### src/sv/lcv_pkg.sv
// Shared constants, codes and control types for the LED cube voxel engine.
`timescale 1ns / 1ps
package lcv_pkg;

	localparam int GRID_SIZE   = 8;
	localparam int LEVEL_BITS  = 2;
	localparam int COORD_W     = 3;
	localparam int ADDR_W      = 2 * COORD_W;
	localparam int STORE_DEPTH = GRID_SIZE * GRID_SIZE;
	localparam int WORD_W      = GRID_SIZE * LEVEL_BITS;
	localparam int EDGE_W      = 4;
	localparam int WIRE_W      = 5;
	localparam int KIDX_W      = 4;

	localparam logic [KIDX_W-1:0] EDGE_LAST = KIDX_W'(11);

	localparam logic [2:0] FUNC_WRITE = 3'd0;
	localparam logic [2:0] FUNC_READ  = 3'd1;
	localparam logic [2:0] FUNC_PLANE = 3'd2;
	localparam logic [2:0] FUNC_FILL  = 3'd3;
	localparam logic [2:0] FUNC_WIRE  = 3'd4;

	localparam logic [1:0] AXIS_X = 2'd0;
	localparam logic [1:0] AXIS_Y = 2'd1;
	localparam logic [1:0] AXIS_Z = 2'd2;

	typedef enum logic [2:0] {
		ST_IDLE,
		ST_DISPATCH,
		ST_RD,
		ST_WR,
		ST_FILL,
		ST_DONE
	} state_t;

	typedef enum logic [1:0] {
		SRC_POS,
		SRC_WORD,
		SRC_WIRE
	} src_t;

	typedef enum logic [1:0] {
		MODE_VOXEL,
		MODE_READ,
		MODE_PLANE
	} mode_t;

	typedef struct packed {
		logic [2:0]            func;
		logic [COORD_W-1:0]    pos_x;
		logic [COORD_W-1:0]    pos_y;
		logic [COORD_W-1:0]    pos_z;
		logic [LEVEL_BITS-1:0] level;
		logic [1:0]            axis;
		logic [COORD_W-1:0]    plane_index;
		logic [7:0]            fill_byte;
		logic [EDGE_W-1:0]     edge_length;
	} cmd_payload_t;

	typedef struct packed {
		logic              load;
		logic              rd;
		logic              wr;
		logic              fill;
		logic              finish;
		src_t              src;
		mode_t             mode;
		logic [ADDR_W-1:0] widx;
		logic [EDGE_W-1:0] step_i;
		logic [KIDX_W-1:0] edge_k;
	} step_cmd_t;

	typedef struct packed {
		logic [2:0]        func;
		logic              axis_ok;
		logic              edge_zero;
		logic [EDGE_W-1:0] last_i;
	} dp_status_t;

endpackage

### src/sv/lcv_cmd_if.sv
// Command channel: valid/ready handshake with the command fields.
`timescale 1ns / 1ps
interface lcv_cmd_if;
	import lcv_pkg::*;

	logic                  valid;
	logic                  ready;
	logic [2:0]            func;
	logic [COORD_W-1:0]    pos_x;
	logic [COORD_W-1:0]    pos_y;
	logic [COORD_W-1:0]    pos_z;
	logic [LEVEL_BITS-1:0] level;
	logic [1:0]            axis;
	logic [COORD_W-1:0]    plane_index;
	logic [7:0]            fill_byte;
	logic [EDGE_W-1:0]     edge_length;

	modport source (
		output valid, func, pos_x, pos_y, pos_z, level, axis, plane_index, fill_byte,
		       edge_length,
		input  ready
	);
	modport sink (
		input  valid, func, pos_x, pos_y, pos_z, level, axis, plane_index, fill_byte,
		       edge_length,
		output ready
	);
endinterface

### src/sv/lcv_res_if.sv
// Result channel: valid/ready handshake with the read level and clip flag.
`timescale 1ns / 1ps
interface lcv_res_if;
	import lcv_pkg::*;

	logic                  valid;
	logic                  ready;
	logic [LEVEL_BITS-1:0] read_level;
	logic                  clipped;

	modport source (output valid, read_level, clipped, input ready);
	modport sink (input valid, read_level, clipped, output ready);
endinterface

### src/sv/led_cube_voxel_draw_engine.sv
// Top level: 8x8x8 LED cube voxel store with draw commands.
// One command at a time; the result beat sits in an output register, so the next command
// is taken while it waits, as early as the cycle res.valid rises. Work from accept to
// res.valid: write/read one read-modify-write, set plane 64 column read-modify-writes,
// fill 64 writes, wireframe twelve voxel RMWs per step along the edge, others none.
// Reset clears control and marks the store dark.
`timescale 1ns / 1ps
module led_cube_voxel_draw_engine (
	input  logic      clk,
	input  logic      arst_n,
	lcv_cmd_if.sink   cmd,
	lcv_res_if.source res
);
	import lcv_pkg::*;

	cmd_payload_t payload;
	step_cmd_t    step_cmd;
	dp_status_t   status;

	always_comb begin
		payload.func        = cmd.func;
		payload.pos_x       = cmd.pos_x;
		payload.pos_y       = cmd.pos_y;
		payload.pos_z       = cmd.pos_z;
		payload.level       = cmd.level;
		payload.axis        = cmd.axis;
		payload.plane_index = cmd.plane_index;
		payload.fill_byte   = cmd.fill_byte;
		payload.edge_length = cmd.edge_length;
	end

	lcv_ctrl u_ctrl (
		.clk       (clk),
		.arst_n    (arst_n),
		.in_valid  (cmd.valid),
		.in_ready  (cmd.ready),
		.out_valid (res.valid),
		.out_ready (res.ready),
		.status    (status),
		.step_cmd  (step_cmd)
	);

	lcv_dpath u_dpath (
		.clk        (clk),
		.arst_n     (arst_n),
		.payload    (payload),
		.step_cmd   (step_cmd),
		.status     (status),
		.read_level (res.read_level),
		.clipped    (res.clipped)
	);

endmodule

### src/sv/lcv_dpath.sv
// Datapath: column store, voxel address generation and read-modify-write merge.
`timescale 1ns / 1ps
module lcv_dpath (
	input  logic                          clk,
	input  logic                          arst_n,
	input  lcv_pkg::cmd_payload_t         payload,
	input  lcv_pkg::step_cmd_t            step_cmd,
	output lcv_pkg::dp_status_t           status,
	output logic [lcv_pkg::LEVEL_BITS-1:0] read_level,
	output logic                          clipped
);
	import lcv_pkg::*;

	cmd_payload_t          cmd_q;
	logic [WORD_W-1:0]     mem [STORE_DEPTH];
	logic [STORE_DEPTH-1:0] vld_q;

	logic [ADDR_W-1:0]     addr_q;
	logic [COORD_W-1:0]    z_q;
	logic                  pclip_q;
	logic [WORD_W-1:0]     rdata_q;
	logic                  rvld_q;
	logic [LEVEL_BITS-1:0] rd_work_q;
	logic                  clip_q;
	logic [LEVEL_BITS-1:0] res_level_q;
	logic                  res_clip_q;

	logic [EDGE_W-1:0]     e_c;
	logic [WIRE_W-1:0]     bx, by, bz, bxi, byi, bzi, bxe, bye, bze;
	logic [WIRE_W-1:0]     wx, wy, wz;
	logic [ADDR_W-1:0]     addr_c;
	logic [COORD_W-1:0]    z_c;
	logic                  pclip_c;

	logic [WORD_W-1:0]     eff;
	logic [WORD_W-1:0]     wdata;
	logic [COORD_W-1:0]    zsel;
	logic                  full, hit, wr_go;

	assign e_c = cmd_q.edge_length - EDGE_W'(1);

	assign status.func      = cmd_q.func;
	assign status.axis_ok   = (cmd_q.axis == AXIS_X) || (cmd_q.axis == AXIS_Y) ||
	                          (cmd_q.axis == AXIS_Z);
	assign status.edge_zero = (cmd_q.edge_length == '0);
	assign status.last_i    = e_c;

	// wireframe corner offsets, 5 bits so points past the far faces are flagged as clipped
	always_comb begin
		bx  = WIRE_W'(cmd_q.pos_x);
		by  = WIRE_W'(cmd_q.pos_y);
		bz  = WIRE_W'(cmd_q.pos_z);
		bxi = bx + WIRE_W'(step_cmd.step_i);
		byi = by + WIRE_W'(step_cmd.step_i);
		bzi = bz + WIRE_W'(step_cmd.step_i);
		bxe = bx + WIRE_W'(e_c);
		bye = by + WIRE_W'(e_c);
		bze = bz + WIRE_W'(e_c);
		case (step_cmd.edge_k)
			4'd0:    begin wx = bxi; wy = by;  wz = bz;  end
			4'd1:    begin wx = bxi; wy = bye; wz = bz;  end
			4'd2:    begin wx = bxi; wy = by;  wz = bze; end
			4'd3:    begin wx = bxi; wy = bye; wz = bze; end
			4'd4:    begin wx = bx;  wy = byi; wz = bz;  end
			4'd5:    begin wx = bxe; wy = byi; wz = bz;  end
			4'd6:    begin wx = bxe; wy = byi; wz = bze; end
			4'd7:    begin wx = bx;  wy = byi; wz = bze; end
			4'd8:    begin wx = bx;  wy = by;  wz = bzi; end
			4'd9:    begin wx = bxe; wy = by;  wz = bzi; end
			4'd10:   begin wx = bxe; wy = bye; wz = bzi; end
			default: begin wx = bx;  wy = bye; wz = bzi; end
		endcase
	end

	always_comb begin
		unique case (step_cmd.src)
			SRC_WORD: begin
				addr_c  = step_cmd.widx;
				z_c     = cmd_q.plane_index;
				pclip_c = 1'b0;
			end
			SRC_WIRE: begin
				addr_c  = {wx[COORD_W-1:0], wy[COORD_W-1:0]};
				z_c     = wz[COORD_W-1:0];
				pclip_c = |{wx[WIRE_W-1:COORD_W], wy[WIRE_W-1:COORD_W],
				            wz[WIRE_W-1:COORD_W]};
			end
			default: begin
				addr_c  = {cmd_q.pos_x, cmd_q.pos_y};
				z_c     = cmd_q.pos_z;
				pclip_c = 1'b0;
			end
		endcase
	end

	// merge of the new level into the column word read in the previous cycle
	always_comb begin
		eff   = rvld_q ? rdata_q : '0;
		zsel  = z_q;
		full  = 1'b0;
		hit   = 1'b1;
		if (step_cmd.mode == MODE_PLANE) begin
			unique case (cmd_q.axis)
				AXIS_X: begin
					hit  = (addr_q[ADDR_W-1:COORD_W] == cmd_q.plane_index);
					full = 1'b1;
				end
				AXIS_Y: begin
					hit  = (addr_q[COORD_W-1:0] == cmd_q.plane_index);
					full = 1'b1;
				end
				default: zsel = cmd_q.plane_index;
			endcase
		end
		wdata = eff;
		wdata[{zsel, 1'b0} +: LEVEL_BITS] = cmd_q.level;
		if (full) begin
			wdata = {GRID_SIZE{cmd_q.level}};
		end
		wr_go = step_cmd.wr && (step_cmd.mode != MODE_READ) && !pclip_q && hit;
	end

	always_ff @(posedge clk) begin
		if (step_cmd.fill) begin
			mem[step_cmd.widx] <= {(WORD_W / 8){cmd_q.fill_byte}};
		end else if (wr_go) begin
			mem[addr_q] <= wdata;
		end
		if (step_cmd.rd) begin
			rdata_q <= mem[addr_c];
		end
	end

	// entries not yet written read as dark
	always_ff @(posedge clk or negedge arst_n) begin
		if (!arst_n) begin
			vld_q <= '0;
		end else if (step_cmd.fill) begin
			vld_q[step_cmd.widx] <= 1'b1;
		end else if (wr_go) begin
			vld_q[addr_q] <= 1'b1;
		end
	end

	always_ff @(posedge clk) begin
		if (step_cmd.load) begin
			cmd_q     <= payload;
			rd_work_q <= '0;
			clip_q    <= 1'b0;
		end
		if (step_cmd.rd) begin
			addr_q  <= addr_c;
			z_q     <= z_c;
			pclip_q <= pclip_c;
			rvld_q  <= vld_q[addr_c];
		end
		if (step_cmd.wr) begin
			if (pclip_q) begin
				clip_q <= 1'b1;
			end
			if (step_cmd.mode == MODE_READ) begin
				rd_work_q <= eff[{z_q, 1'b0} +: LEVEL_BITS];
			end
		end
		if (step_cmd.finish) begin
			res_level_q <= rd_work_q;
			res_clip_q  <= clip_q;
		end
	end

	assign read_level = res_level_q;
	assign clipped    = res_clip_q;

endmodule

### src/sv/lcv_ctrl.sv
// Controller: command sequencing, sweep counters and result handshake.
`timescale 1ns / 1ps
module lcv_ctrl (
	input  logic                clk,
	input  logic                arst_n,
	input  logic                in_valid,
	output logic                in_ready,
	output logic                out_valid,
	input  logic                out_ready,
	input  lcv_pkg::dp_status_t status,
	output lcv_pkg::step_cmd_t  step_cmd
);
	import lcv_pkg::*;

	state_t            state_q, state_d;
	logic [ADDR_W-1:0] widx_q;
	logic [EDGE_W-1:0] i_q;
	logic [KIDX_W-1:0] k_q;
	logic              out_valid_q;

	logic              accept;
	logic              slot_free;
	logic              last_step;
	logic              widx_last;

	assign in_ready  = (state_q == ST_IDLE);
	assign accept    = in_valid && in_ready;
	assign slot_free = !out_valid_q || out_ready;
	assign widx_last = (widx_q == '1);

	always_comb begin
		unique case (status.func)
			FUNC_PLANE: last_step = widx_last;
			FUNC_WIRE:  last_step = (k_q == EDGE_LAST) && (i_q == status.last_i);
			default:    last_step = 1'b1;
		endcase
	end

	always_comb begin
		state_d = state_q;
		unique case (state_q)
			ST_IDLE: begin
				if (accept) begin
					state_d = ST_DISPATCH;
				end
			end
			ST_DISPATCH: begin
				unique case (status.func)
					FUNC_WRITE, FUNC_READ: state_d = ST_RD;
					FUNC_PLANE:            state_d = status.axis_ok ? ST_RD : ST_DONE;
					FUNC_FILL:             state_d = ST_FILL;
					FUNC_WIRE:             state_d = status.edge_zero ? ST_DONE : ST_RD;
					default:               state_d = ST_DONE;
				endcase
			end
			ST_RD:   state_d = ST_WR;
			ST_WR:   state_d = last_step ? ST_DONE : ST_RD;
			ST_FILL: begin
				if (widx_last) begin
					state_d = ST_DONE;
				end
			end
			ST_DONE: begin
				if (slot_free) begin
					state_d = ST_IDLE;
				end
			end
			default: state_d = ST_IDLE;
		endcase
	end

	always_comb begin
		step_cmd.load   = accept;
		step_cmd.rd     = (state_q == ST_RD);
		step_cmd.wr     = (state_q == ST_WR);
		step_cmd.fill   = (state_q == ST_FILL);
		step_cmd.finish = (state_q == ST_DONE) && slot_free;
		step_cmd.widx   = widx_q;
		step_cmd.step_i = i_q;
		step_cmd.edge_k = k_q;
		unique case (status.func)
			FUNC_READ: begin
				step_cmd.src  = SRC_POS;
				step_cmd.mode = MODE_READ;
			end
			FUNC_PLANE: begin
				step_cmd.src  = SRC_WORD;
				step_cmd.mode = MODE_PLANE;
			end
			FUNC_WIRE: begin
				step_cmd.src  = SRC_WIRE;
				step_cmd.mode = MODE_VOXEL;
			end
			default: begin
				step_cmd.src  = SRC_POS;
				step_cmd.mode = MODE_VOXEL;
			end
		endcase
	end

	always_ff @(posedge clk or negedge arst_n) begin
		if (!arst_n) begin
			state_q     <= ST_IDLE;
			widx_q      <= '0;
			i_q         <= '0;
			k_q         <= '0;
			out_valid_q <= 1'b0;
		end else begin
			state_q <= state_d;
			if (state_q == ST_DISPATCH) begin
				widx_q <= '0;
				i_q    <= '0;
				k_q    <= '0;
			end else if (state_q == ST_FILL) begin
				widx_q <= widx_q + 1'b1;
			end else if (state_q == ST_WR) begin
				widx_q <= widx_q + 1'b1;
				// k_q visits every cube edge index up to EDGE_LAST, then i_q steps along the edge
				if (k_q == EDGE_LAST) begin
					k_q <= '0;
					i_q <= i_q + 1'b1;
				end else begin
					k_q <= k_q + 1'b1;
				end
			end
			if (step_cmd.finish) begin
				out_valid_q <= 1'b1;
			end else if (out_ready) begin
				out_valid_q <= 1'b0;
			end
		end
	end

	assign out_valid = out_valid_q;

endmodule
### src/flat_wrapper.sv
// flat-port wrapper written by rule: the top's interface ports become plain ports
module led_cube_voxel_draw_engine_flat import lcv_pkg::*;
  (clk, arst_n, cmd_valid, cmd_func, cmd_pos_x, cmd_pos_y, cmd_pos_z, cmd_level, cmd_axis, cmd_plane_index, cmd_fill_byte, cmd_edge_length, cmd_ready, res_valid, res_read_level, res_clipped, res_ready);
  lcv_cmd_if cmd_i ();
  lcv_res_if res_i ();
  input  logic clk;
  input  logic arst_n;
  input wire logic [$bits(cmd_i.valid)-1:0] cmd_valid;
  input wire logic [$bits(cmd_i.func)-1:0] cmd_func;
  input wire logic [$bits(cmd_i.pos_x)-1:0] cmd_pos_x;
  input wire logic [$bits(cmd_i.pos_y)-1:0] cmd_pos_y;
  input wire logic [$bits(cmd_i.pos_z)-1:0] cmd_pos_z;
  input wire logic [$bits(cmd_i.level)-1:0] cmd_level;
  input wire logic [$bits(cmd_i.axis)-1:0] cmd_axis;
  input wire logic [$bits(cmd_i.plane_index)-1:0] cmd_plane_index;
  input wire logic [$bits(cmd_i.fill_byte)-1:0] cmd_fill_byte;
  input wire logic [$bits(cmd_i.edge_length)-1:0] cmd_edge_length;
  output wire logic [$bits(cmd_i.ready)-1:0] cmd_ready;
  output wire logic [$bits(res_i.valid)-1:0] res_valid;
  output wire logic [$bits(res_i.read_level)-1:0] res_read_level;
  output wire logic [$bits(res_i.clipped)-1:0] res_clipped;
  input wire logic [$bits(res_i.ready)-1:0] res_ready;
  assign cmd_i.valid = cmd_valid;
  assign cmd_i.func = cmd_func;
  assign cmd_i.pos_x = cmd_pos_x;
  assign cmd_i.pos_y = cmd_pos_y;
  assign cmd_i.pos_z = cmd_pos_z;
  assign cmd_i.level = cmd_level;
  assign cmd_i.axis = cmd_axis;
  assign cmd_i.plane_index = cmd_plane_index;
  assign cmd_i.fill_byte = cmd_fill_byte;
  assign cmd_i.edge_length = cmd_edge_length;
  assign cmd_ready = cmd_i.ready;
  assign res_valid = res_i.valid;
  assign res_read_level = res_i.read_level;
  assign res_clipped = res_i.clipped;
  assign res_i.ready = res_ready;
  led_cube_voxel_draw_engine u_core (.clk(clk), .arst_n(arst_n), .cmd(cmd_i), .res(res_i));
endmodule
### config.mk
export PLATFORM = sky130hd
export DESIGN_NAME = led_cube_voxel_draw_engine_flat
export DESIGN_NICKNAME = d
export VERILOG_FILES = /design/src/sv/lcv_pkg.sv /design/src/sv/lcv_cmd_if.sv /design/src/sv/lcv_res_if.sv /design/src/sv/led_cube_voxel_draw_engine.sv /design/src/sv/lcv_dpath.sv /design/src/sv/lcv_ctrl.sv /design/src/flat_wrapper.sv
export SDC_FILE = /design/constraint.sdc
export NUM_CORES = 1
export LEC_CHECK = 0
export BUFFER_PORTS_ARGS = -buffer_cell sky130_fd_sc_hd__buf_4
export CAP_MARGIN = 40
export CORE_ASPECT_RATIO = 0.8
export CORE_UTILIZATION = 38
export DETAILED_ROUTE_END_ITERATION = 10
export PLACE_DENSITY = 0.54
export RECOVER_POWER = 100
export SETUP_SLACK_MARGIN = 0.3
export SLEW_MARGIN = 10
export SYNTH_ARGS = -nofsm -noshare
export SYNTH_HDL_FRONTEND = slang
export SYNTH_HIERARCHICAL = 1
export SYNTH_SLANG_ARGS = --single-unit
### constraint.sdc
create_clock -name clk -period 7.9 [get_ports clk]
set_clock_uncertainty 0.05 [all_clocks]
set_input_delay 1.58 -clock clk [delete_from_list [all_inputs] [get_ports clk]]
set_output_delay 1.58 -clock clk [all_outputs]
set_load 0.01 [all_outputs]
==> results_dict.tcl <==
set metrics [dict create \
    run_status "finished with violations" \
    violations_in_the_final_reports "max-capacitance violations, max-slew violations" \
    timing.critical_path.max_delay_family "simple AND/OR/NAND/NOR gates" \
    drt_first_pass_iters 9 \
    synth_cells 2849 \
    worst_slew_pin_slew_ns 3.527 \
    global_route_wire_length_before_repair_mm 190.0 \
    postSynthNetCount 2906 \
    finalSetupTns_ns 0 \
    placeableCoreArea_um2 123500 \
    synthTopCellsByArea "sky130_fd_sc_hd__edfxtp_1, sky130_fd_sc_hd__mux4_2, sky130_fd_sc_hd__dfrtp_1" \
    cts_repair_resize_count 0 \
    clockRootBuffer "sky130_fd_sc_hd__clkbuf_16" \
    clock_tree.buffer_depth 3 \
    synth.most_common_cell "sky130_fd_sc_hd__edfxtp_1" \
    gp_congestion 0.8805 \
    dominant_combinational_cell_family_by_area_after_synthesis "multiplexers" \
    yosysSeqAreaShare 0.7310 \
    tritoncts "built" \
    multiInputGateArea_um2 11880 \
    cts_inserted_buffers 111 \
    grt_pass1_vias 26481 \
    cp.arrival_ns 6.85 \
    yosysWarnings 6 \
    num_rows 115 \
    max-slew-margin-rel -1.351 \
    count_of_state_elements_after_synthesis 1170 \
    drive_gt1_frac 0.1732 \
    synth_adder_area_share 0.006512 \
    critPathBufInv 3 \
    synth_async_sr_flop_share 0.07009 \
    wirelength_mm 130.9 \
    floorplan.die.height_um 318.1 \
    grt_start_max_net_pins 122 \
    cellLeakagePower_uw 0.01755 \
    grt_setup_unrepaired "no" \
    timing_worst_setup_path_type "reg2reg" \
    drv_cap 16 \
    hpwl_mm 78.55 \
    dpl.cell_count 4482 \
    timing.critical_path.slowest_cell_delay_ns 1.47 \
    worst_ep_required_time_ns 8.15 \
    placement.io_buffers 39 \
    ys_types 81 \
    fill_cells 10939 \
    top_cells_by_instance_count_after_synthesis "sky130_fd_sc_hd__edfxtp_1, sky130_fd_sc_hd__nand2_1, sky130_fd_sc_hd__mux4_2, sky130_fd_sc_hd__nor2_1, sky130_fd_sc_hd__nand3_1" \
    critical_path_peak_fanout 27 \
    yosys_most_used_dff "sky130_fd_sc_hd__edfxtp_1" \
    floorplan.initialDensity 0.3844 \
    synth_xor_xnor_area_share 0.003691 \
    initial_antenna_violation_count 7 \
    clock_latency_late_sink_ns 0.74 \
    routed_via_density 5.739 \
    initial_detailed_routing_violation_count 3071 \
    route.vias.total 26951 \
    setup.worst_path.start_class "register" \
    globalRouteTotalUtil 0.2068 \
    postSynthAreaPerCell_um2 16.66 \
    synthDominantAreaCellType "sky130_fd_sc_hd__edfxtp_1" \
    htree_num_levels 3 \
    min_period_over_period 0.8365 \
    clk_transition_reported_paths_ns 0.06 \
    wl_per_cell_um 27.88 \
    netlist.area_leader.share 0.6865 \
    ff_latch_area_um2 34690 \
    io_pins 40 \
    vdd_ir_drop_max_mv 0.1948 \
    simple_gate_share_of_the_synthesized_area 0.08002 \
    remaining_drcs 0 \
    timing_hold_violations_final 0 \
    crit_slowest_cell "sky130_fd_sc_hd__clkbuf_1" \
    synth_enable_flop_cells 1085 \
    synth.mux.area_fraction 0.1009 \
    hold_removal_path_class "reg2reg" \
    cts_setup_buffers 0 \
    synth-compound-area-share 0.05587 \
    die_area_um2 126300 \
    crit_path_end_kind "register" \
    timing_max_transition_violations_final 628 \
    route.antenna.remaining_nets 0 \
    fin_crit_ns 6.609 \
    setup_viol 0 \
    max_freq_mhz 151.3 \
    post_cts_hold_buffer_count 0 \
    netlist_area_pre_place_um2 47460 \
    cts_num_sinks 1170 \
    finish.net_count 3019 \
    worstPathCellList "and2b_1 -> nand2_1 -> inv_1 -> nor3b_1 -> nand2b_1 -> nor2_1 -> clkbuf_1 -> mux2i_1 -> nand2_1 -> nor2_1 -> clkbuf_1" \
    die_w_um 397.1 \
    grt.overflow.total 0 \
    fin_cells 4696 \
    p_per_area_nw_per_um2 327.0 \
    area.growth.synth_to_final_pct 12.47 \
]
layout by cell type, fill, tap and decap left out, types with 12 or more instances in the layout:
| cell | synthesis | routed |
|---|---|---|
| sky130_fd_sc_hd__a21o_1 | 21 | 21 |
| sky130_fd_sc_hd__a21oi_1 | 51 | 43 |
| sky130_fd_sc_hd__a221oi_1 | 21 | 22 |
| sky130_fd_sc_hd__a22oi_1 | 54 | 54 |
| sky130_fd_sc_hd__a311oi_1 | 39 | 39 |
| sky130_fd_sc_hd__a31oi_1 | 43 | 43 |
| sky130_fd_sc_hd__and3_1 | 48 | 44 |
| sky130_fd_sc_hd__buf_4 | 24 | 56 |
| sky130_fd_sc_hd__clkbuf_1 | 54 | 99 |
| sky130_fd_sc_hd__clkbuf_16 | 0 | 111 |
| sky130_fd_sc_hd__clkbuf_4 | 0 | 24 |
| sky130_fd_sc_hd__clkinv_1 | 0 | 30 |
| sky130_fd_sc_hd__clkinv_2 | 0 | 12 |
| sky130_fd_sc_hd__dfrtp_1 | 82 | 82 |
| sky130_fd_sc_hd__edfxtp_1 | 1085 | 1085 |
| sky130_fd_sc_hd__ha_1 | 19 | 19 |
| sky130_fd_sc_hd__inv_1 | 26 | 27 |
| sky130_fd_sc_hd__mux2i_1 | 20 | 20 |
| sky130_fd_sc_hd__mux4_2 | 200 | 200 |
| sky130_fd_sc_hd__nand2_1 | 436 | 436 |
| sky130_fd_sc_hd__nand2b_1 | 14 | 14 |
| sky130_fd_sc_hd__nand3_1 | 93 | 93 |
| sky130_fd_sc_hd__nand4_1 | 19 | 19 |
| sky130_fd_sc_hd__nor2_1 | 108 | 102 |
| sky130_fd_sc_hd__nor2b_1 | 13 | 13 |
| sky130_fd_sc_hd__nor3_1 | 26 | 24 |
| sky130_fd_sc_hd__o21ai_0 | 43 | 45 |
| sky130_fd_sc_hd__o21ai_1 | 16 | 14 |
| sky130_fd_sc_hd__o21bai_1 | 21 | 21 |
| sky130_fd_sc_hd__o221a_1 | 15 | 15 |
| sky130_fd_sc_hd__or2_2 | 39 | 36 |
worst reg2reg max path: cells and delay by family, from the launching register on:
family,cells,cell delay [ns]
buffers and inverters,3,2.53
and+or+nand+nor,7,2.56
DFF,1,0.50
muxes,1,0.51
flip-flops by register name, indices dropped and copies added (netlist names):
signal                     cells
u_core/u_dpath/bz              3
u_core/u_dpath/z_q             3
u_core/u_dpath/clipped         1
u_core/u_dpath/vld_q          64
u_core/u_dpath/mem          1024
u_core/u_dpath/cmd_q          19
u_core/u_dpath/by              3
u_core/u_ctrl/k_q              4
u_core/u_dpath/clip_q          1
u_core/u_dpath/rd_work_q       2
u_core/u_dpath/bx              3
u_core/u_dpath/read_level      2
u_core/u_ctrl/i_q              4
u_core/u_dpath/rdata_q        16
u_core/u_ctrl/out_valid        1
u_core/u_dpath/addr_q          6
u_core/u_ctrl/state_q          3
u_core/u_dpath/rvld_q          1
u_core/u_ctrl/widx_q           6
u_core/u_dpath/status          3
u_core/u_dpath/pclip_q         1
logic make-up (layout without fill, tap and decap cells):
logic type | Yosys count | after routing
and+or+nand+nor | 838 | 838
buffers and inverters | 202 | 408
AOI/OAI and AO/OA | 369 | 369
adders and majority gates | 23 | 23
other | 0 | 3
DFF | 1170 | 1170
xor gates and xnor gates | 20 | 20
muxes | 227 | 227
cell type report:
cell class              count  share of cell area
flip-flops and latches   1170              0.6500
diodes                      3           0.0001406
inverters                  30            0.002250
well taps                1638             0.03840
multi-input cells        1477              0.2225
repair buffers            172             0.02210
clock inverters            63            0.009939
clock buffers             143             0.05466
metrics by stage:
stage                 util  worst slack [ns]  cell area [um^2]  hold slack (ns)  power, uW
floorplan                -             2.713             47460           0.3581      10640
finish              0.4324             1.291             53380           0.3813      17450
CTS                 0.4350             2.345             53710           0.3850      17560
global placement    0.4055             2.012             50070           0.3718      12340
global route        0.4323            0.9821             53370           0.3993      18100
detailed placement  0.4071             2.324             50260           0.3695      12460
where the power goes:
part           internal [uW]  switching, uW  total [uW]
clock                   2760           2360        5120
sequential              7410            204        7620
combinational           1580           3140        4720
total                  11800           5700       17500
final timing paths:
check                                              start                        end  slack [ns]  depth (start not counted)
min in group asynchronous                         arst_n   u_core/u_dpath/vld_q[42]        1.10                          1
worst min-delay path               u_core/u_dpath/clip_q     u_core/u_dpath/clipped        0.38                          0
worst max-delay path            u_core/u_ctrl/state_q[2]  u_core/u_dpath/mem[25][5]        1.29                         11
worst max register to register  u_core/u_ctrl/state_q[2]  u_core/u_dpath/mem[25][5]        1.29                         11
worst min register to register     u_core/u_dpath/clip_q     u_core/u_dpath/clipped        0.38                          0
max in group asynchronous                         arst_n   u_core/u_dpath/vld_q[51]        2.39                          3
per-layer routing:
layer	up-vias	share of wire	track usage	wire length (um)
met3	174	0.077	0.03986	10130
met5	-	0.00027	0	36
met1	14319	0.45	0.3088	58520
li1	11397	-	-	-
met2	1059	0.46	0.3133	59790
met4	2	0.019	0.04444	2436
(Power assumes the default switching activity.)
